`src/design/pnm_header_parser_defines.svh`:
```
// Assertion macros used by the header parser top level.
`ifndef PNM_HEADER_PARSER_DEFINES_SVH
`define PNM_HEADER_PARSER_DEFINES_SVH

`ifndef SYNTHESIS

// Antecedent implies consequent in the same cycle.
`define PNM_ASSERT_SAME(label, ante, cons) \
  label: assert property (@(posedge clk) disable iff (rst) (ante) |-> (cons)) \
    else $error("pnm header parser check failed");

// Antecedent implies consequent in the next cycle.
`define PNM_ASSERT_NEXT(label, ante, cons) \
  label: assert property (@(posedge clk) disable iff (rst) (ante) |=> (cons)) \
    else $error("pnm header parser check failed");

`else

`define PNM_ASSERT_SAME(label, ante, cons)
`define PNM_ASSERT_NEXT(label, ante, cons)

`endif

`endif

```
`src/design/pnm_hdr_pkg.sv`:
```
// Shared types, constants and helper functions of the header parser.
`default_nettype none
package pnm_hdr_pkg;

  localparam int VALUE_BITS = 16;
  localparam int OUT_BITS   = 16;
  localparam int QDEPTH     = 4;
  localparam int QPTR_BITS  = $clog2(QDEPTH);

  localparam logic [7:0] CH_P       = 8'h50;
  localparam logic [7:0] CH_1       = 8'h31;
  localparam logic [7:0] CH_2       = 8'h32;
  localparam logic [7:0] CH_3       = 8'h33;
  localparam logic [7:0] CH_4       = 8'h34;
  localparam logic [7:0] CH_5       = 8'h35;
  localparam logic [7:0] CH_6       = 8'h36;
  localparam logic [7:0] CH_0       = 8'h30;
  localparam logic [7:0] CH_9       = 8'h39;
  localparam logic [7:0] CH_HASH    = 8'h23;
  localparam logic [7:0] CH_NEWLINE = 8'h0a;
  localparam logic [15:0] MAGIC_COMPACT = 16'h2a17;

  localparam logic [1:0] ST_OK     = 2'd0;
  localparam logic [1:0] ST_BAD    = 2'd1;
  localparam logic [1:0] ST_NO_MAX = 2'd2;

  localparam logic [2:0] FMT_P1      = 3'd0;
  localparam logic [2:0] FMT_P4      = 3'd1;
  localparam logic [2:0] FMT_COMPACT = 3'd2;
  localparam logic [2:0] FMT_P2      = 3'd3;
  localparam logic [2:0] FMT_P5      = 3'd4;
  localparam logic [2:0] FMT_P3      = 3'd5;
  localparam logic [2:0] FMT_P6      = 3'd6;

  // One classified input beat as it travels through the queue.
  typedef struct packed {
    logic [7:0] data;
    logic       sof;
    logic       eos;
    logic       is_digit;
    logic [3:0] digit;
    logic       is_hash;
    logic       is_newline;
  } beat_t;

  typedef struct packed {
    logic [1:0]          status;
    logic [2:0]          format;
    logic [OUT_BITS-1:0] width;
    logic [OUT_BITS-1:0] height;
    logic [OUT_BITS-1:0] maxval;
  } result_t;

  // Truncate or zero-extend a parsed value to the output field width.
  function automatic logic [OUT_BITS-1:0] to_out(input logic [VALUE_BITS-1:0] v);
    logic [VALUE_BITS+OUT_BITS-1:0] ext;
    ext = {{OUT_BITS{1'b0}}, v};
    return ext[OUT_BITS-1:0];
  endfunction

  // Saturate a raw 16-bit dimension to the value range.
  function automatic logic [OUT_BITS-1:0] fit_raw(input logic [OUT_BITS-1:0] h);
    logic [VALUE_BITS+OUT_BITS-1:0] ext;
    logic [VALUE_BITS+OUT_BITS-1:0] lim;
    ext = {{VALUE_BITS{1'b0}}, h};
    lim = {{OUT_BITS{1'b0}}, {VALUE_BITS{1'b1}}};
    if (ext > lim) begin
      ext = lim;
    end
    return ext[OUT_BITS-1:0];
  endfunction

endpackage
`default_nettype wire

```
`src/design/pnm_hdr_front.sv`:
```
// Front end: register each input beat and classify its byte.
`default_nettype none
module pnm_hdr_front (
  input  wire logic              clk,
  input  wire logic              rst,
  input  wire logic              data_valid,
  output logic                   data_stall,
  input  wire logic [7:0]        data_byte,
  input  wire logic              start_of_file,
  input  wire logic              end_of_stream,
  input  wire logic              q_full,
  output logic                   beat_valid,
  output pnm_hdr_pkg::beat_t     beat
);

  logic load;
  logic beat_valid_next;
  pnm_hdr_pkg::beat_t beat_in;

  assign data_stall = beat_valid & q_full;
  assign load       = data_valid & ~data_stall;

  always_comb begin
    beat_in            = '0;
    beat_in.data       = data_byte;
    beat_in.sof        = start_of_file;
    beat_in.eos        = end_of_stream;
    beat_in.is_digit   = (data_byte >= pnm_hdr_pkg::CH_0) && (data_byte <= pnm_hdr_pkg::CH_9);
    beat_in.digit      = data_byte[3:0];
    beat_in.is_hash    = (data_byte == pnm_hdr_pkg::CH_HASH);
    beat_in.is_newline = (data_byte == pnm_hdr_pkg::CH_NEWLINE);
  end

  always_comb begin
    beat_valid_next = beat_valid;
    if (load) begin
      beat_valid_next = 1'b1;
    end else if (beat_valid && !q_full) begin
      beat_valid_next = 1'b0;
    end
  end

  always_ff @(posedge clk) begin
    if (rst) begin
      beat_valid <= 1'b0;
    end else begin
      beat_valid <= beat_valid_next;
    end
  end

  always_ff @(posedge clk) begin
    if (load) begin
      beat <= beat_in;
    end
  end

endmodule
`default_nettype wire

```
`src/design/pnm_hdr_fifo.sv`:
```
// Short queue of classified beats between front and back end.
`default_nettype none
module pnm_hdr_fifo (
  input  wire logic               clk,
  input  wire logic               rst,
  input  wire logic               push,
  input  wire pnm_hdr_pkg::beat_t wdata,
  input  wire logic               pop,
  output pnm_hdr_pkg::beat_t      rdata,
  output logic                    full,
  output logic                    empty
);

  pnm_hdr_pkg::beat_t entries [pnm_hdr_pkg::QDEPTH];
  logic [pnm_hdr_pkg::QPTR_BITS-1:0] wptr;
  logic [pnm_hdr_pkg::QPTR_BITS-1:0] rptr;
  logic [pnm_hdr_pkg::QPTR_BITS:0]   count;

  assign full  = (count == (pnm_hdr_pkg::QPTR_BITS+1)'(pnm_hdr_pkg::QDEPTH));
  assign empty = (count == '0);
  assign rdata = entries[rptr];

  always_ff @(posedge clk) begin
    if (rst) begin
      wptr  <= '0;
      rptr  <= '0;
      count <= '0;
    end else begin
      if (push) begin
        wptr <= wptr + 1'b1;
      end
      if (pop) begin
        rptr <= rptr + 1'b1;
      end
      case ({push, pop})
        2'b10:   count <= count + 1'b1;
        2'b01:   count <= count - 1'b1;
        default: count <= count;
      endcase
    end
  end

  always_ff @(posedge clk) begin
    if (push) begin
      entries[wptr] <= wdata;
    end
  end

endmodule
`default_nettype wire

```
`src/design/pnm_hdr_back.sv`:
```
// Back end: header state machine and output register.
`default_nettype none
module pnm_hdr_back (
  input  wire logic               clk,
  input  wire logic               rst,
  input  wire logic               q_empty,
  input  wire pnm_hdr_pkg::beat_t beat,
  output logic                    pop,
  output logic                    res_valid,
  input  wire logic               res_stall,
  output pnm_hdr_pkg::result_t    res
);

  typedef enum logic [4:0] {
    PH_IDLE   = 5'b00001,
    PH_MAGIC2 = 5'b00010,
    PH_TEXT   = 5'b00100,
    PH_RAW    = 5'b01000,
    PH_DONE   = 5'b10000
  } phase_t;

  localparam int VB = pnm_hdr_pkg::VALUE_BITS;
  localparam int OB = pnm_hdr_pkg::OUT_BITS;

  phase_t                phase, phase_next;
  logic [7:0]            first_byte, first_byte_next;
  logic [2:0]            fmt, fmt_next;
  logic [VB-1:0]         acc, acc_next;
  logic                  in_num, in_num_next;
  logic                  in_cmt, in_cmt_next;
  logic [1:0]            fcnt, fcnt_next;
  logic [OB-1:0]         width_hold, width_hold_next;
  logic [OB-1:0]         height_hold, height_hold_next;
  logic [1:0]            raw_cnt, raw_cnt_next;
  logic                  emit;
  pnm_hdr_pkg::result_t  emit_res;
  logic                  out_free;
  logic [VB+3:0]         acc_ext;
  logic [VB+3:0]         acc_sum;
  logic [VB+3:0]         acc_lim;
  logic [VB-1:0]         acc_sat;

  assign out_free = ~res_valid | ~res_stall;
  assign pop      = ~q_empty & out_free;

  // Multiply by ten as shift and add, then clamp.
  always_comb begin
    acc_ext = {4'b0, acc};
    acc_sum = (acc_ext << 3) + (acc_ext << 1) + {{VB{1'b0}}, beat.digit};
    acc_lim = {4'b0, {VB{1'b1}}};
    acc_sat = (acc_sum > acc_lim) ? {VB{1'b1}} : acc_sum[VB-1:0];
  end

  always_comb begin
    phase_next       = phase;
    first_byte_next  = first_byte;
    fmt_next         = fmt;
    acc_next         = acc;
    in_num_next      = in_num;
    in_cmt_next      = in_cmt;
    fcnt_next        = fcnt;
    width_hold_next  = width_hold;
    height_hold_next = height_hold;
    raw_cnt_next     = raw_cnt;
    emit             = 1'b0;
    emit_res         = '0;
    emit_res.status  = pnm_hdr_pkg::ST_BAD;

    if (beat.sof) begin
      fmt_next         = '0;
      acc_next         = '0;
      in_num_next      = 1'b0;
      in_cmt_next      = 1'b0;
      fcnt_next        = '0;
      width_hold_next  = '0;
      height_hold_next = '0;
      raw_cnt_next     = '0;
      first_byte_next  = beat.data;
      if (beat.eos) begin
        emit = 1'b1;
      end else begin
        phase_next = PH_MAGIC2;
      end
    end else if (beat.eos) begin
      case (phase)
        PH_MAGIC2: emit = 1'b1;
        PH_TEXT: begin
          emit = 1'b1;
          emit_res.format = fmt;
          if (fcnt >= 2'd2) begin
            emit_res.status = pnm_hdr_pkg::ST_NO_MAX;
            emit_res.width  = width_hold;
            emit_res.height = height_hold;
          end
        end
        PH_RAW: begin
          emit = 1'b1;
          emit_res.format = fmt;
        end
        default: emit = 1'b0;
      endcase
    end else begin
      case (phase)
        PH_MAGIC2: begin
          if ({first_byte, beat.data} == pnm_hdr_pkg::MAGIC_COMPACT) begin
            fmt_next   = pnm_hdr_pkg::FMT_COMPACT;
            phase_next = PH_RAW;
          end else if (first_byte == pnm_hdr_pkg::CH_P) begin
            phase_next = PH_TEXT;
            case (beat.data)
              pnm_hdr_pkg::CH_1: fmt_next = pnm_hdr_pkg::FMT_P1;
              pnm_hdr_pkg::CH_4: fmt_next = pnm_hdr_pkg::FMT_P4;
              pnm_hdr_pkg::CH_2: fmt_next = pnm_hdr_pkg::FMT_P2;
              pnm_hdr_pkg::CH_5: fmt_next = pnm_hdr_pkg::FMT_P5;
              pnm_hdr_pkg::CH_3: fmt_next = pnm_hdr_pkg::FMT_P3;
              pnm_hdr_pkg::CH_6: fmt_next = pnm_hdr_pkg::FMT_P6;
              default: begin
                emit       = 1'b1;
                phase_next = phase;
              end
            endcase
          end else begin
            emit = 1'b1;
          end
        end
        PH_RAW: begin
          if (raw_cnt < 2'd2) begin
            width_hold_next = {width_hold[7:0], beat.data};
          end else begin
            height_hold_next = {height_hold[7:0], beat.data};
          end
          raw_cnt_next = raw_cnt + 2'd1;
          if (raw_cnt == 2'd3) begin
            emit            = 1'b1;
            emit_res.status = pnm_hdr_pkg::ST_OK;
            emit_res.format = pnm_hdr_pkg::FMT_COMPACT;
            emit_res.width  = pnm_hdr_pkg::fit_raw(width_hold_next);
            emit_res.height = pnm_hdr_pkg::fit_raw(height_hold_next);
            emit_res.maxval = OB'(1);
          end
        end
        PH_TEXT: begin
          if (in_cmt) begin
            if (beat.is_newline) begin
              in_cmt_next = 1'b0;
            end
          end else if (beat.is_digit) begin
            acc_next    = acc_sat;
            in_num_next = 1'b1;
          end else begin
            if (beat.is_hash) begin
              in_cmt_next = 1'b1;
            end
            if (in_num) begin
              in_num_next = 1'b0;
              acc_next    = '0;
              case (fcnt)
                2'd0: begin
                  width_hold_next = pnm_hdr_pkg::to_out(acc);
                  fcnt_next       = 2'd1;
                end
                2'd1: begin
                  height_hold_next = pnm_hdr_pkg::to_out(acc);
                  fcnt_next        = 2'd2;
                  if (fmt <= pnm_hdr_pkg::FMT_P4) begin
                    emit            = 1'b1;
                    emit_res.status = pnm_hdr_pkg::ST_OK;
                    emit_res.format = fmt;
                    emit_res.width  = width_hold;
                    emit_res.height = pnm_hdr_pkg::to_out(acc);
                    emit_res.maxval = OB'(1);
                  end
                end
                default: begin
                  emit            = 1'b1;
                  emit_res.status = pnm_hdr_pkg::ST_OK;
                  emit_res.format = fmt;
                  emit_res.width  = width_hold;
                  emit_res.height = height_hold;
                  emit_res.maxval = pnm_hdr_pkg::to_out(acc);
                end
              endcase
            end
          end
        end
        default: emit = 1'b0;
      endcase
    end

    if (emit) begin
      phase_next = PH_DONE;
    end
  end

  always_ff @(posedge clk) begin
    if (rst) begin
      phase       <= PH_IDLE;
      first_byte  <= '0;
      fmt         <= '0;
      acc         <= '0;
      in_num      <= 1'b0;
      in_cmt      <= 1'b0;
      fcnt        <= '0;
      width_hold  <= '0;
      height_hold <= '0;
      raw_cnt     <= '0;
      res_valid   <= 1'b0;
    end else begin
      if (pop) begin
        phase       <= phase_next;
        first_byte  <= first_byte_next;
        fmt         <= fmt_next;
        acc         <= acc_next;
        in_num      <= in_num_next;
        in_cmt      <= in_cmt_next;
        fcnt        <= fcnt_next;
        width_hold  <= width_hold_next;
        height_hold <= height_hold_next;
        raw_cnt     <= raw_cnt_next;
      end
      if (pop && emit) begin
        res_valid <= 1'b1;
      end else if (!res_stall) begin
        res_valid <= 1'b0;
      end
    end
  end

  always_ff @(posedge clk) begin
    if (pop && emit) begin
      res <= emit_res;
    end
  end

endmodule
`default_nettype wire

```
`src/design/pnm_header_parser.sv`:
```
// Top level of the portable bitmap/graymap/pixmap header parser.
// A beat that ends a header passes through the front register and the queue before its result is registered.
// Throughput: one beat per cycle while the queue has room; the back end consumes a queued
//   beat each cycle its output register is free, and a four-entry queue absorbs result stalls.
// Reset (rst, synchronous, active high) empties the queue and output register
//   and returns the parser to idle, waiting for a start-of-file beat.
`default_nettype none
`include "pnm_header_parser_defines.svh"
module pnm_header_parser (
  input  wire logic        clk,
  input  wire logic        rst,
  // input beats
  input  wire logic        data_valid,
  output logic             data_stall,
  input  wire logic [7:0]  data_byte,
  input  wire logic        start_of_file,
  input  wire logic        end_of_stream,
  // result beats
  output logic             result_valid,
  input  wire logic        result_stall,
  output logic [1:0]       status,
  output logic [2:0]       format,
  output logic [15:0]      image_width,
  output logic [15:0]      image_height,
  output logic [15:0]      max_value
);

  // Front end: classified beat waiting to enter the queue.
  logic                 front_valid;
  pnm_hdr_pkg::beat_t   front_beat;

  // Queue status and head beat.
  logic                 q_full;
  logic                 q_empty;
  logic                 q_pop;
  pnm_hdr_pkg::beat_t   q_head;

  pnm_hdr_pkg::result_t res;

  // Result beat classification for the checks below.
  logic                 bitmap_ok;
  logic                 dims_zero;

  pnm_hdr_front u_front (
    .clk           (clk),
    .rst           (rst),
    .data_valid    (data_valid),
    .data_stall    (data_stall),
    .data_byte     (data_byte),
    .start_of_file (start_of_file),
    .end_of_stream (end_of_stream),
    .q_full        (q_full),
    .beat_valid    (front_valid),
    .beat          (front_beat)
  );

  // Hand the front beat over whenever the queue has room.
  pnm_hdr_fifo u_fifo (
    .clk   (clk),
    .rst   (rst),
    .push  (front_valid & ~q_full),
    .wdata (front_beat),
    .pop   (q_pop),
    .rdata (q_head),
    .full  (q_full),
    .empty (q_empty)
  );

  // Back end advances the header state and drops results into its output register.
  pnm_hdr_back u_back (
    .clk       (clk),
    .rst       (rst),
    .q_empty   (q_empty),
    .beat      (q_head),
    .pop       (q_pop),
    .res_valid (result_valid),
    .res_stall (result_stall),
    .res       (res)
  );

  assign status       = res.status;
  assign format       = res.format;
  assign image_width  = res.width;
  assign image_height = res.height;
  assign max_value    = res.maxval;

  assign bitmap_ok = result_valid && (status == pnm_hdr_pkg::ST_OK) &&
                     ((format == pnm_hdr_pkg::FMT_P1) || (format == pnm_hdr_pkg::FMT_P4) ||
                      (format == pnm_hdr_pkg::FMT_COMPACT));
  assign dims_zero = (image_width == 16'd0) && (image_height == 16'd0) &&
                     (max_value == 16'd0);

  // Stalling the input only ever happens with a beat held in the front register.
  `PNM_ASSERT_SAME(a_stall_has_beat, data_stall, front_valid && q_full)
  // Bitmap headers that complete carry a maxval of one.
  `PNM_ASSERT_SAME(a_bitmap_max, bitmap_ok, max_value == 16'd1)
  // Errors report zero dimensions.
  `PNM_ASSERT_SAME(a_bad_zero, result_valid && status == pnm_hdr_pkg::ST_BAD, dims_zero)
  // Pop only from a queue that holds a beat.
  `PNM_ASSERT_SAME(a_pop_not_empty, q_pop, !q_empty)

endmodule
`default_nettype wire

```
`config.mk`:
```
export PLATFORM = sky130hd
export DESIGN_NAME = pnm_header_parser
export DESIGN_NICKNAME = d
export VERILOG_FILES = /design/src/design/pnm_hdr_pkg.sv /design/src/design/pnm_hdr_front.sv /design/src/design/pnm_hdr_fifo.sv /design/src/design/pnm_hdr_back.sv /design/src/design/pnm_header_parser.sv
export VERILOG_INCLUDE_DIRS = /design/src /design/src/design
export SDC_FILE = /design/constraint.sdc
export NUM_CORES = 1
export LEC_CHECK = 0
export ABC_CLOCK_PERIOD_IN_PS = 6100
export BUFFER_PORTS_ARGS = -buffer_cell sky130_fd_sc_hd__buf_2
export CAP_MARGIN = 0
export CORE_MARGIN = 2
export CORE_UTILIZATION = 31
export CTS_CLUSTER_DIAMETER = 200
export DETAILED_ROUTE_END_ITERATION = 7
export HOLD_SLACK_MARGIN = 0.03
export PLACE_DENSITY = 0.48
export SLEW_MARGIN = 20
export SYNTH_ARGS = -nofsm -noshare
export SYNTH_HDL_FRONTEND = slang
export SYNTH_SLANG_ARGS = --single-unit
```
`constraint.sdc`:
```
create_clock -name clk -period 6.1 [get_ports clk]
set_input_delay 0.915 -clock clk [delete_from_list [all_inputs] [get_ports clk]]
set_output_delay 0.915 -clock clk [all_outputs]
set_load 0.02 [all_outputs]
```
==> results of run 1 <==
-- cell usage after synthesis, types with 3 or more instances --
| cell | count |
|---|---|
| sky130_fd_sc_hd__edfxtp_1 | 118 |
| sky130_fd_sc_hd__dfxtp_1 | 81 |
| sky130_fd_sc_hd__nor2_1 | 76 |
| sky130_fd_sc_hd__a21oi_1 | 75 |
| sky130_fd_sc_hd__mux2i_1 | 71 |
| sky130_fd_sc_hd__nand2_1 | 53 |
| sky130_fd_sc_hd__clkbuf_1 | 42 |
| sky130_fd_sc_hd__o21ai_0 | 42 |
| sky130_fd_sc_hd__ha_1 | 37 |
| sky130_fd_sc_hd__nor3_1 | 23 |
| sky130_fd_sc_hd__and2_1 | 22 |
| sky130_fd_sc_hd__a22o_1 | 16 |
| sky130_fd_sc_hd__nand3_1 | 16 |
| sky130_fd_sc_hd__a221oi_1 | 14 |
| sky130_fd_sc_hd__a21o_1 | 13 |
| sky130_fd_sc_hd__inv_1 | 13 |
| sky130_fd_sc_hd__mux4_2 | 13 |
| sky130_fd_sc_hd__and3_1 | 12 |
| sky130_fd_sc_hd__xnor2_1 | 10 |
| sky130_fd_sc_hd__xor2_1 | 8 |
| sky130_fd_sc_hd__nand2b_1 | 7 |
| sky130_fd_sc_hd__a211oi_1 | 6 |
| sky130_fd_sc_hd__a22oi_1 | 6 |
| sky130_fd_sc_hd__o21ai_1 | 6 |
| sky130_fd_sc_hd__or3_1 | 5 |
| sky130_fd_sc_hd__or3b_2 | 5 |
| sky130_fd_sc_hd__a211o_1 | 4 |
| sky130_fd_sc_hd__a31oi_1 | 4 |
| sky130_fd_sc_hd__mux2_2 | 4 |
| sky130_fd_sc_hd__nor2b_1 | 4 |
| sky130_fd_sc_hd__nor4_1 | 4 |
| sky130_fd_sc_hd__a21oi_2 | 3 |
| sky130_fd_sc_hd__and4_1 | 3 |
| sky130_fd_sc_hd__buf_4 | 3 |
| sky130_fd_sc_hd__fa_1 | 3 |
| sky130_fd_sc_hd__nor4b_1 | 3 |
| sky130_fd_sc_hd__o21ba_2 | 3 |
| sky130_fd_sc_hd__o31ai_1 | 3 |
-- worst min-delay path: cells and delay by family, from the launching register on --
kind	cells	cell delay, ns
AND/OR/NAND/NOR	1	0.05
AO/OA/AOI/OAI	1	0.05
flip-flops	1	0.32
-- path summary, 6_finish.rpt --
path,start,to,slack (ns)
setup reg to reg,register,u_back.acc[14],1.85
hold reg to reg,u_back.first_byte[0],u_back.first_byte[0],0.47
setup / recovery,register,u_back.acc[14],1.85
hold / removal,u_back.first_byte[0],u_back.first_byte[0],0.47
-- kinds of logic (layout without fill, tap and decap cells) --
logic type                 after synthesis  after routing  synth area share, %
and+or+nand+nor                        247            247                 12.6
buffers and inverters                   65            128                 2.79
AOI/OAI and AO/OA                      211            211                 13.9
xor gates and xnor gates                18             18                 1.62
DFF                                    199            199                 53.0
muxes                                   88             88                 10.8
other                                    0              1                    0
adders and majority gates               40             40                 5.37
-- routing by layer --
metal	vias up	global-route usage, %	wire length (um)
li1	3349	-	-
met1	3375	20.2	11500
met2	151	26.1	12100
met3	15	2.68	995
met4	0	3.32	193
met5	-	0	0
-- where the power goes --
part           total, mW  internal [mW]  switching [mW]
Combinational       1.00          0.336           0.666
Clock               1.19          0.682           0.506
Sequential          1.66           1.57          0.0915
-- flip-flops by register name, indices dropped and copies added, names as in the netlist, named ones only --
signal              cells
u_fifo.wptr             2
u_front.beat           13
u_back.phase            5
u_front.beat_valid      1
u_back.raw_cnt          2
u_back.fcnt             2
u_fifo.count            3
u_back.acc             16
u_back.res_valid        1
u_back.in_num           1
u_back.width_hold      16
u_back.in_cmt           1
u_back.fmt              3
u_fifo.rptr             2
u_back.first_byte       8
u_fifo.entries         52
u_back.res             53
u_back.height_hold     16
-- cell type report --
type | instances | area [sq um]
flip-flops and latches | 199 | 5170
repair buffers | 81 | 438
clock inverters | 11 | 145
diodes | 1 | 2.50
fillers | 3098 | 19700
well taps | 396 | 495
multi-input cells | 604 | 4310
inverters | 15 | 56.3
clock buffers | 21 | 472
-- per-stage QoR --
step                      std cells  setup slack, ns  power (mW)
final                          1328             1.85        3.85
after detailed placement       1295             1.82        2.70
after CTS                      1327             1.82        3.89
after global placement         1295             1.95        2.69
after global routing           1327             1.53        4.06
after floorplan                 868             1.87        2.40
==> reports/results.md, run 1 <==
## Status
* **outcome** completed

## Drt
* **number of DRC violations after detailed-routing iteration 0** 520
* **average vias per placed instance** 5.19
* **antenna-violating nets left** 0
* **overall via count from detail_route** 6890
* **DRC violations left** 0
* **wire length per cell** 18.7 um
* **detailed-route wire length** 24.8 mm
* **count of TritonRoute iterations in the first routing pass** 5

## Worst setup path
* **crit-path leading delay family** compound AO/OA/AOI/OAI gates
* **Worst Reg2Reg Path Length in Cells** 10
* **Setup CP Type** register to register
* **CP max stage delay** 0.79 ns
* **critical path fanouts, max** 15
* **number of gates on the worst path with buffers counted** 10
* **Critical Path Slowest Stage Cell** sky130_fd_sc_hd__dfxtp_1
* **worst path arrival time** 4.60 ns
* **buffers and inverters on the worst path** 0
* **endpoint class of the critical path** register
* **sequence of cells on the critical path** mux4_2 > fa_1 > fa_1 > a21o_1 > a221oi_1 > nor3_1 > o41ai_1 > xor2_1 > and3_1 > a221oi_1
* **sort of element at the start of the critical path** register
* **Required @ worst endpoint** 6.45 ns

## Clock network
* **worst-skew pair later-pin latency** 0.44 ns
* **CTS clock-pin slew for the worst setup and hold paths** 0.07 ns
* **post-CTS setup buffers** 0
* **number of buffers between clock root and the deepest sink** 2
* **root buffer cell** sky130_fd_sc_hd__clkbuf_16
* **H-Tree Level Count** 4
* **TritonCTS buffer count** 17
* **clock tree from TritonCTS** done
* **hold buffers post-CTS** 0
* **post-cts resize count** 0
* **clock sink total** 199

## Layout
* **signed area change from the synthesized netlist to the final layout** 13.7%
* **share of post-route cells with drive strength above 1** 15.6%
* **most common cell after layout, fill and taps aside** sky130_fd_sc_hd__edfxtp_1
* **most frequent cells in the layout** sky130_fd_sc_hd__edfxtp_1, sky130_fd_sc_hd__dfxtp_1, sky130_fd_sc_hd__nor2_1, sky130_fd_sc_hd__a21oi_1, sky130_fd_sc_hd__mux2i_1
* **final standard cell area without fillers** 11100 sq um
* **number of nets at the end of the flow** 972
* **post-layout util** 36.0%

## Yosys
* **synthesis-stage register bit count** 199
* **Syn Area/Cell** 11.2 sq um
* **netlist area before placement** 9750 sq um
* **Post-synth EDFFs** 118
* **share of flip-flops with an asynchronous set or reset after synthesis** 0%
* **share of synthesized area occupied by flip-flops and latches** 53.0%
* **cell taking the most area after synthesis** sky130_fd_sc_hd__edfxtp_1
* **distinct cell type count of the synthesized netlist** 65
* **top post-synthesis cells by area** sky130_fd_sc_hd__edfxtp_1, sky130_fd_sc_hd__dfxtp_1, sky130_fd_sc_hd__mux2i_1
* **count of mapped cells out of synthesis** 868
* **fraction of post-synthesis cell area in the top cell type by area** 36.4%
* **top_reg_cell synth** sky130_fd_sc_hd__edfxtp_1
* **Post-Synthesis Net Count** 922
* **synth warn** 0

## Global routing
* **first-pass GRT wire length** 38.6 mm
* **final global-route overflow total** 0
* **number of antenna violations at the first check in global routing** 0
* **overall routing resource usage** 15.3%
* **maximum number of pins on one net before global-route repair** 45
* **number of global-route vias before repair** 6572

## STA
* **share of the cycle needed by the critical path after routing** 69.7%
* **RSZ-0062 raised after global routing** no
* **final setup violating endpoints** 0
* **final critical path time including I/O delays and setup** 4.25 ns
* **headroom to the max-slew limit** 31.6%
* **max-slew violation count** 0
* **setup TNS after final layout** 0 ns
* **worst setup skew after layout** 0.0124 ns
* **hold violation total from the final report** 0
* **transition time at the pin with the least slew margin** 1.02 ns
* **worst-case hold slack** 0.472 ns
* **Achievable Freq** 235 MHz

## Run
* **max-cap check violation count** 0

## Die
* **floorplan die width** 181 um
* **number of cell rows** 64
* **ports placed on the boundary** 69
* **Die Footprint** 32900 sq um
* **vertical extent of the die** 181 um
* **area of the core** 30700 sq um
* **initial standard-cell utilization of the core** 31.7%

## Place
* **weighted congestion reported at the end of routability-driven placement** 0.789
* **PortBufs** 68
* **post-placement cell area** 10500 sq um
* **estimated wirelength of the detail-placed design** 16.6 mm

## Power and ir drop
* **Worst IR Drop VDD** 0.191 mV
* **total power density per cell area** 348 nW/um^2
* **Lkg Pwr** 3.92 nW

## Min path
* **Hold Path Depth** 2
* **worst hold path class** register to register

Power figures use the tool's default switching activity.
==> run 2, diff against run 1 <==
ABC_CLOCK_PERIOD_IN_PS = 3700   (was 6100)
PLACE_DENSITY = 0.49   (was 0.48)
clock period = 3.7 ns   (was 6.1 ns; I/O delays follow)
==> reports/results.md, run 2 (synthesis results as in run 1) <==
## Run
* **max-cap check violation count** 0, unchanged

## STA
* **share of the cycle needed by the critical path after routing** 95.2%, was 69.7%
* **worst setup skew after layout** 0.0120 ns, was 0.0124 ns
* **Achievable Freq** 284 MHz, was 235 MHz
* **final setup violating endpoints** 0, unchanged
* **headroom to the max-slew limit** 48.2%, was 31.6%
* **transition time at the pin with the least slew margin** 0.777 ns, was 1.02 ns
* **hold violation total from the final report** 0, unchanged
* **final critical path time including I/O delays and setup** 3.52 ns, was 4.25 ns
* **max-slew violation count** 0, unchanged

## Clock network
* **CTS clock-pin slew for the worst setup and hold paths** 0.08 ns, was 0.07 ns
* **H-Tree Level Count** 4, unchanged
* **root buffer cell** sky130_fd_sc_hd__clkbuf_16, unchanged
* **hold buffers post-CTS** 0, unchanged
* **TritonCTS buffer count** 17, unchanged
* **number of buffers between clock root and the deepest sink** 2, unchanged
* **clock sink total** 199, unchanged
* **clock tree from TritonCTS** done, unchanged
* **worst-skew pair later-pin latency** 0.44 ns, about the same

## Layout
* **most common cell after layout, fill and taps aside** sky130_fd_sc_hd__edfxtp_1, unchanged
* **largest reg by FF count** u_back.res, unchanged
* **most frequent cells in the layout** sky130_fd_sc_hd__edfxtp_1, sky130_fd_sc_hd__dfxtp_1, sky130_fd_sc_hd__nor2_1, sky130_fd_sc_hd__a21oi_1, sky130_fd_sc_hd__mux2i_1, unchanged
* **final standard cell area without fillers** 11400 sq um, was 11100 sq um
* **count of non-filler cells in the finished layout** 1358, was 1328
* **post-layout util** 37.1%, was 36.0%
* **Antenna diodes** 0, was 1
* **Largest register FFs** 53, unchanged
* **signed area change from the synthesized netlist to the final layout** 17.0%, was 13.7%
* **area of the multi-input gates** 4390 sq um, was 4310 sq um
* **largest registers** u_back.res (53), u_fifo.entries (52), unchanged
* **area occupied by registers** 5170 sq um, about the same
* **Layout fillers** 3061, was 3098
* **number of nets at the end of the flow** 1003, was 972
* **share of post-route cells with drive strength above 1** 19.8%, was 15.6%

## Worst setup path
* **critical path fanouts, max** 16, was 15
* **worst path arrival time** 3.85 ns, was 4.60 ns
* **Setup CP Type** register to register, unchanged
* **worst reg2reg setup slack** 0.18 ns, was 1.85 ns
* **Critical Path Slowest Stage Cell** sky130_fd_sc_hd__mux4_2, was sky130_fd_sc_hd__dfxtp_1
* **Required @ worst endpoint** 4.03 ns, was 6.45 ns
* **sort of element at the start of the critical path** register, unchanged
* **sequence of cells on the critical path** mux4_2 > fa_1 > buf_4 > fa_1 > a21o_1 > a221oi_4 > nor3_2 > o211ai_1 > buf_4 > o31ai_4 > buf_12 > a221oi_1, was mux4_2 > fa_1 > fa_1 > a21o_1 > a221oi_1 > nor3_1 > o41ai_1 > xor2_1 > and3_1 > a221oi_1
* **endpoint class of the critical path** register, unchanged
* **Reg-to-Reg End** u_back.acc[6], was u_back.acc[14]
* **Worst Reg2Reg Path Length in Cells** 12, was 10
* **CP max stage delay** 0.52 ns, was 0.79 ns

## Global routing
* **number of global-route vias before repair** 6930, was 6572
* **overall routing resource usage** 15.3%, about the same
* **final global-route overflow total** 0, unchanged
* **maximum number of pins on one net before global-route repair** 44, was 45
* **number of antenna violations at the first check in global routing** 0, unchanged
* **first-pass GRT wire length** 39.3 mm, was 38.6 mm

## Die
* **ports placed on the boundary** 69, unchanged
* **Die Footprint** 32900 sq um, unchanged
* **area of the core** 30700 sq um, unchanged
* **number of cell rows** 64, unchanged
* **initial standard-cell utilization of the core** 31.7%, unchanged
* **vertical extent of the die** 181 um, unchanged
* **floorplan die width** 181 um, unchanged

## Power and ir drop
* **total power density per cell area** 562 nW/um^2, was 348 nW/um^2
* **total power** 6.41 mW, was 3.85 mW
* **Lkg Pwr** 4.09 nW, was 3.92 nW
* **Worst IR Drop VDD** 0.310 mV, was 0.191 mV

## Place
* **weighted congestion reported at the end of routability-driven placement** 0.788, was 0.789
* **number of placed instances with taps included** 1323, was 1295
* **PortBufs** 68, unchanged
* **estimated wirelength of the detail-placed design** 16.9 mm, was 16.6 mm
* **post-placement cell area** 10700 sq um, was 10500 sq um

## Status
* **outcome** completed, unchanged

## Min path
* **worst hold path class** input pin to register, was register to register
* **startpoint of the most critical hold path** end_of_stream, was u_back.first_byte[0]
* **terminating pin of the worst hold path** u_front.beat[7], was u_back.first_byte[0]
* **Hold Path Depth** 1, was 2

## Drt
* **average vias per placed instance** 5.16, was 5.19
* **DRC violations left** 0, unchanged
* **antenna-violating nets left** 0, unchanged
* **number of DRC violations after detailed-routing iteration 0** 553, was 520
* **detailed-route wire length** 24.7 mm, was 24.8 mm
* **wire length per cell** 18.2 um, was 18.7 um
* **count of TritonRoute iterations in the first routing pass** 7, was 5
* **overall via count from detail_route** 7002, was 6890

## run 2: changes by cell type in the layout (fill, tap and decap cells not counted), moves of 2 or more
cell                        delta
sky130_fd_sc_hd__a221oi_1      -5
sky130_fd_sc_hd__a221oi_2      +4
sky130_fd_sc_hd__buf_12        +2
sky130_fd_sc_hd__buf_4        +29
sky130_fd_sc_hd__bufinv_16     -3
sky130_fd_sc_hd__clkbuf_1      -2
sky130_fd_sc_hd__clkinv_2      -3
sky130_fd_sc_hd__clkinv_8      +2
sky130_fd_sc_hd__inv_6         +5
sky130_fd_sc_hd__inv_8         +3
## run 2: metal layers
metal  vias up  track usage (%)  share of wire [%]
li1       3423                -                  -
met1      3389             20.1                 46
met2       157             25.5                 48
met3        33             2.38                3.4
met4         0             5.50                2.7
met5         -                0                  0
## run 2: stage by stage
step | hold WS, ns | worst slack [ns] | setup TNS (ns)
2_1_floorplan | 0.444 | 0.0144 | 0
5_1_grt | 0.287 | -0.0109 | -0.0219
6_report | 0.292 | 0.176 | 0
3_3_place_gp | 0.456 | -0.241 | -3.39
4_1_cts | 0.281 | 0.0613 | 0
3_5_place_dp | 0.463 | -0.0284 | -0.108
## run 2: how the worst max path moves through the flow
| stage | startpoint | endpoint | slack, ns | depth (start not counted) |
|---|---|---|---|---|
| finish | register | u_back.acc[6] | 0.18 | 12 |
| global route | u_fifo.entries[3][12] | u_back.acc[1] | -0.01 | 12 |
| CTS | register | u_back.acc[14] | 0.06 | 11 |
| detailed placement | register | u_back.acc[15] | -0.03 | 12 |
| global placement | register | u_back.acc[15] | -0.24 | 10 |
| floorplan | register | u_back.acc[10] | 0.01 | 13 |
## run 2: cell type report
class / count / share of cell area, %
inverters: 15 / 0.494
well taps: 396 / 4.35
clock inverters: 14 / 1.28
multi-input cells: 604 / 38.5
flip-flops and latches: 199 / 45.3
repair buffers: 112 / 6.10
clock buffers: 18 / 3.95
## run 2: power by group
group          leakage, nW  switching [mW]  internal (mW)  total, mW
combinational         2.04            1.14          0.651       1.80
sequential            1.76           0.131           2.59       2.72
clock                0.291           0.945          0.948       1.89
## run 2: worst max-delay path, delay by kind of cell, from the launching register on
family / cells / cell delay (ns)
simple gates: 1 / 0.09
buf+inv: 3 / 0.48
flops: 1 / 0.34
mux: 1 / 0.52
fa+ha+maj: 2 / 0.92
compound gates: 5 / 1.05
## run 2: what timing repair did
| action | 4_1_cts | 5_1_grt |
|---|---|---|
| resized for setup | 0 | 8 |
| endpoints found under the setup margin | 6 | 16 |
| setup buffers | 1 | 2 |
| pin swaps | 1 | 3 |
| hold endpoints to repair | 0 | 0 |
==> run 3, diff against run 2 <==
HOLD_SLACK_MARGIN = 0.12   (was 0.03)
PLACE_DENSITY = not set   (was 0.49)
==> reports/results.md, run 3 (synthesis results as in run 1) <==
## Status
* **outcome** completed, unchanged

## Drt
* **count of TritonRoute iterations in the first routing pass** 5, was 7
* **antenna-violating nets left** 0, unchanged
* **wire length per cell** 17.7 um, was 18.2 um
* **detailed-route wire length** 23.9 mm, was 24.7 mm
* **overall via count from detail_route** 7045, was 7002
* **DRC violations left** 0, unchanged
* **average vias per placed instance** 5.23, was 5.16
* **number of DRC violations after detailed-routing iteration 0** 607, was 553

## Clock network
* **clock tree from TritonCTS** done, unchanged
* **H-Tree Level Count** 4, unchanged
* **TritonCTS buffer count** 17, unchanged
* **CTS clock-pin slew for the worst setup and hold paths** 0.07 ns, was 0.08 ns
* **clock sink total** 199, unchanged
* **root buffer cell** sky130_fd_sc_hd__clkbuf_16, unchanged
* **number of buffers between clock root and the deepest sink** 2, unchanged
* **worst-skew pair later-pin latency** 0.45 ns, was 0.44 ns
* **hold buffers post-CTS** 0, unchanged

## Power and ir drop
* **Lkg Pwr** 4.02 nW, was 4.09 nW
* **Worst IR Drop VDD** 0.305 mV, was 0.310 mV
* **total power density per cell area** 555 nW/um^2, was 562 nW/um^2

## Global routing
* **number of global-route vias before repair** 6648, was 6930
* **number of antenna violations at the first check in global routing** 0, unchanged
* **first-pass GRT wire length** 37.6 mm, was 39.3 mm
* **overall routing resource usage** 14.7%, was 15.3%
* **final global-route overflow total** 0, unchanged
* **maximum number of pins on one net before global-route repair** 50, was 44

## Die
* **initial standard-cell utilization of the core** 31.7%, unchanged
* **number of cell rows** 64, unchanged
* **area of the core** 30700 sq um, unchanged
* **ports placed on the boundary** 69, unchanged
* **vertical extent of the die** 181 um, unchanged
* **Die Footprint** 32900 sq um, unchanged
* **floorplan die width** 181 um, unchanged

## STA
* **hold violation total from the final report** 0, unchanged
* **worst setup skew after layout** 0.0108 ns, was 0.0120 ns
* **headroom to the max-slew limit** 30.2%, was 48.2%
* **Achievable Freq** 283 MHz, was 284 MHz
* **final critical path time including I/O delays and setup** 3.54 ns, was 3.52 ns
* **max-slew violation count** 0, unchanged
* **transition time at the pin with the least slew margin** 1.05 ns, was 0.777 ns
* **final setup violating endpoints** 0, unchanged
* **share of the cycle needed by the critical path after routing** 95.5%, was 95.2%

## Layout
* **largest registers** u_back.res (53), u_fifo.entries (52), unchanged
* **largest reg by FF count** u_back.res, unchanged
* **post-layout util** 36.8%, was 37.1%
* **Largest register FFs** 53, unchanged
* **Antenna diodes** 0, unchanged
* **signed area change from the synthesized netlist to the final layout** 16.0%, was 17.0%
* **count of non-filler cells in the finished layout** 1348, was 1358
* **number of nets at the end of the flow** 993, was 1003
* **most frequent cells in the layout** sky130_fd_sc_hd__edfxtp_1, sky130_fd_sc_hd__dfxtp_1, sky130_fd_sc_hd__nor2_1, sky130_fd_sc_hd__a21oi_1, sky130_fd_sc_hd__mux2i_1, unchanged
* **most common cell after layout, fill and taps aside** sky130_fd_sc_hd__edfxtp_1, unchanged
* **share of post-route cells with drive strength above 1** 18.7%, was 19.8%

## Worst setup path
* **Required @ worst endpoint** 3.97 ns, was 4.03 ns
* **number of gates on the worst path with buffers counted** 13, was 12
* **CP max stage delay** 0.54 ns, was 0.52 ns
* **critical path fanouts, max** 16, unchanged
* **buffers and inverters on the worst path** 3, unchanged
* **Worst Reg2Reg Path Length in Cells** 13, was 12
* **sort of element at the start of the critical path** register, unchanged
* **crit-path leading delay family** adder cells, was compound AO/OA/AOI/OAI gates
* **Critical Path Slowest Stage Cell** sky130_fd_sc_hd__mux4_2, unchanged
* **endpoint class of the critical path** register, unchanged
* **worst path arrival time** 3.81 ns, was 3.85 ns
* **sequence of cells on the critical path** mux4_2 > fa_1 > buf_4 > fa_1 > a21o_1 > a221oi_4 > nor3_2 > o211ai_1 > buf_4 > nand2b_1 > o31ai_4 > buf_12 > a221oi_1, was mux4_2 > fa_1 > buf_4 > fa_1 > a21o_1 > a221oi_4 > nor3_2 > o211ai_1 > buf_4 > o31ai_4 > buf_12 > a221oi_1
* **Setup CP Type** register to register, unchanged

## Place
* **estimated wirelength of the detail-placed design** 16.3 mm, was 16.9 mm
* **PortBufs** 68, unchanged
* **weighted congestion reported at the end of routability-driven placement** 0.835, was 0.788
* **number of placed instances with taps included** 1314, was 1323

## Min path
* **startpoint of the most critical hold path** start_of_file, was end_of_stream
* **Hold Path Depth** 1, unchanged
* **worst hold path class** input pin to register, unchanged

## Run
* **max-cap check violation count** 0, unchanged

==> run 3: changes by cell type in the layout (fill, tap and decap cells not counted), sizes merged <==
cell / delta
inv: -6
clkinv: +3
buf: -10
clkinvlp: +2
clkbuf: +1
==> run 3: final cells by class <==
type / count / area, sq um
Multi-Input combinational cell: 604 / 4380
Clock buffer: 19 / 464
Clock inverter: 13 / 116
Inverter: 15 / 56.3
Sequential cell: 199 / 5170
Timing Repair Buffer: 102 / 621
Fill cell: 3038 / 19400
Tap cell: 396 / 495
==> run 3: layer usage <==
layer | up-vias | wire length (um) | track usage, %
li1 | 3390 | - | -
met5 | - | 0 | 0
met4 | 0 | 347 | 4.75
met2 | 179 | 11400 | 23.9
met3 | 26 | 1060 | 2.54
met1 | 3450 | 11100 | 19.8
==> run 3: power breakdown <==
| part | switching [mW] | internal (mW) |
|---|---|---|
| clock | 0.882 | 0.937 |
| sequential | 0.133 | 2.59 |
| combinational | 1.11 | 0.615 |
==> run 3: worst paths after layout <==
check	end	slack, ns
worst max-delay path	u_back.acc[2]	0.16
worst min-delay path	u_front.beat[8]	0.28
worst max register to register	u_back.acc[2]	0.16
worst min register to register	u_back.first_byte[2]	0.47
==> run 3: what timing repair did <==
item | 4_1_cts | 5_1_grt
setup buffers | 0 | 2
pin swaps | 0 | 4
resized for setup | 1 | 6
setup endpoints to repair | 16 | 16
==> run 3: metrics by stage <==
step	setup TNS [ns]	power [mW]	hold slack (ns)	setup slack, ns	cell area [sq um]
final	0	6.27	0.281	0.165	11300
after CTS	0	6.32	0.262	0.0311	11200
after detailed placement	-3.56	4.50	0.463	-0.249	10600
after global routing	-0.0120	6.58	0.274	-0.0120	11300
after floorplan	0	3.95	0.444	0.0144	9770
after global placement	-3.03	4.48	0.456	-0.217	10600
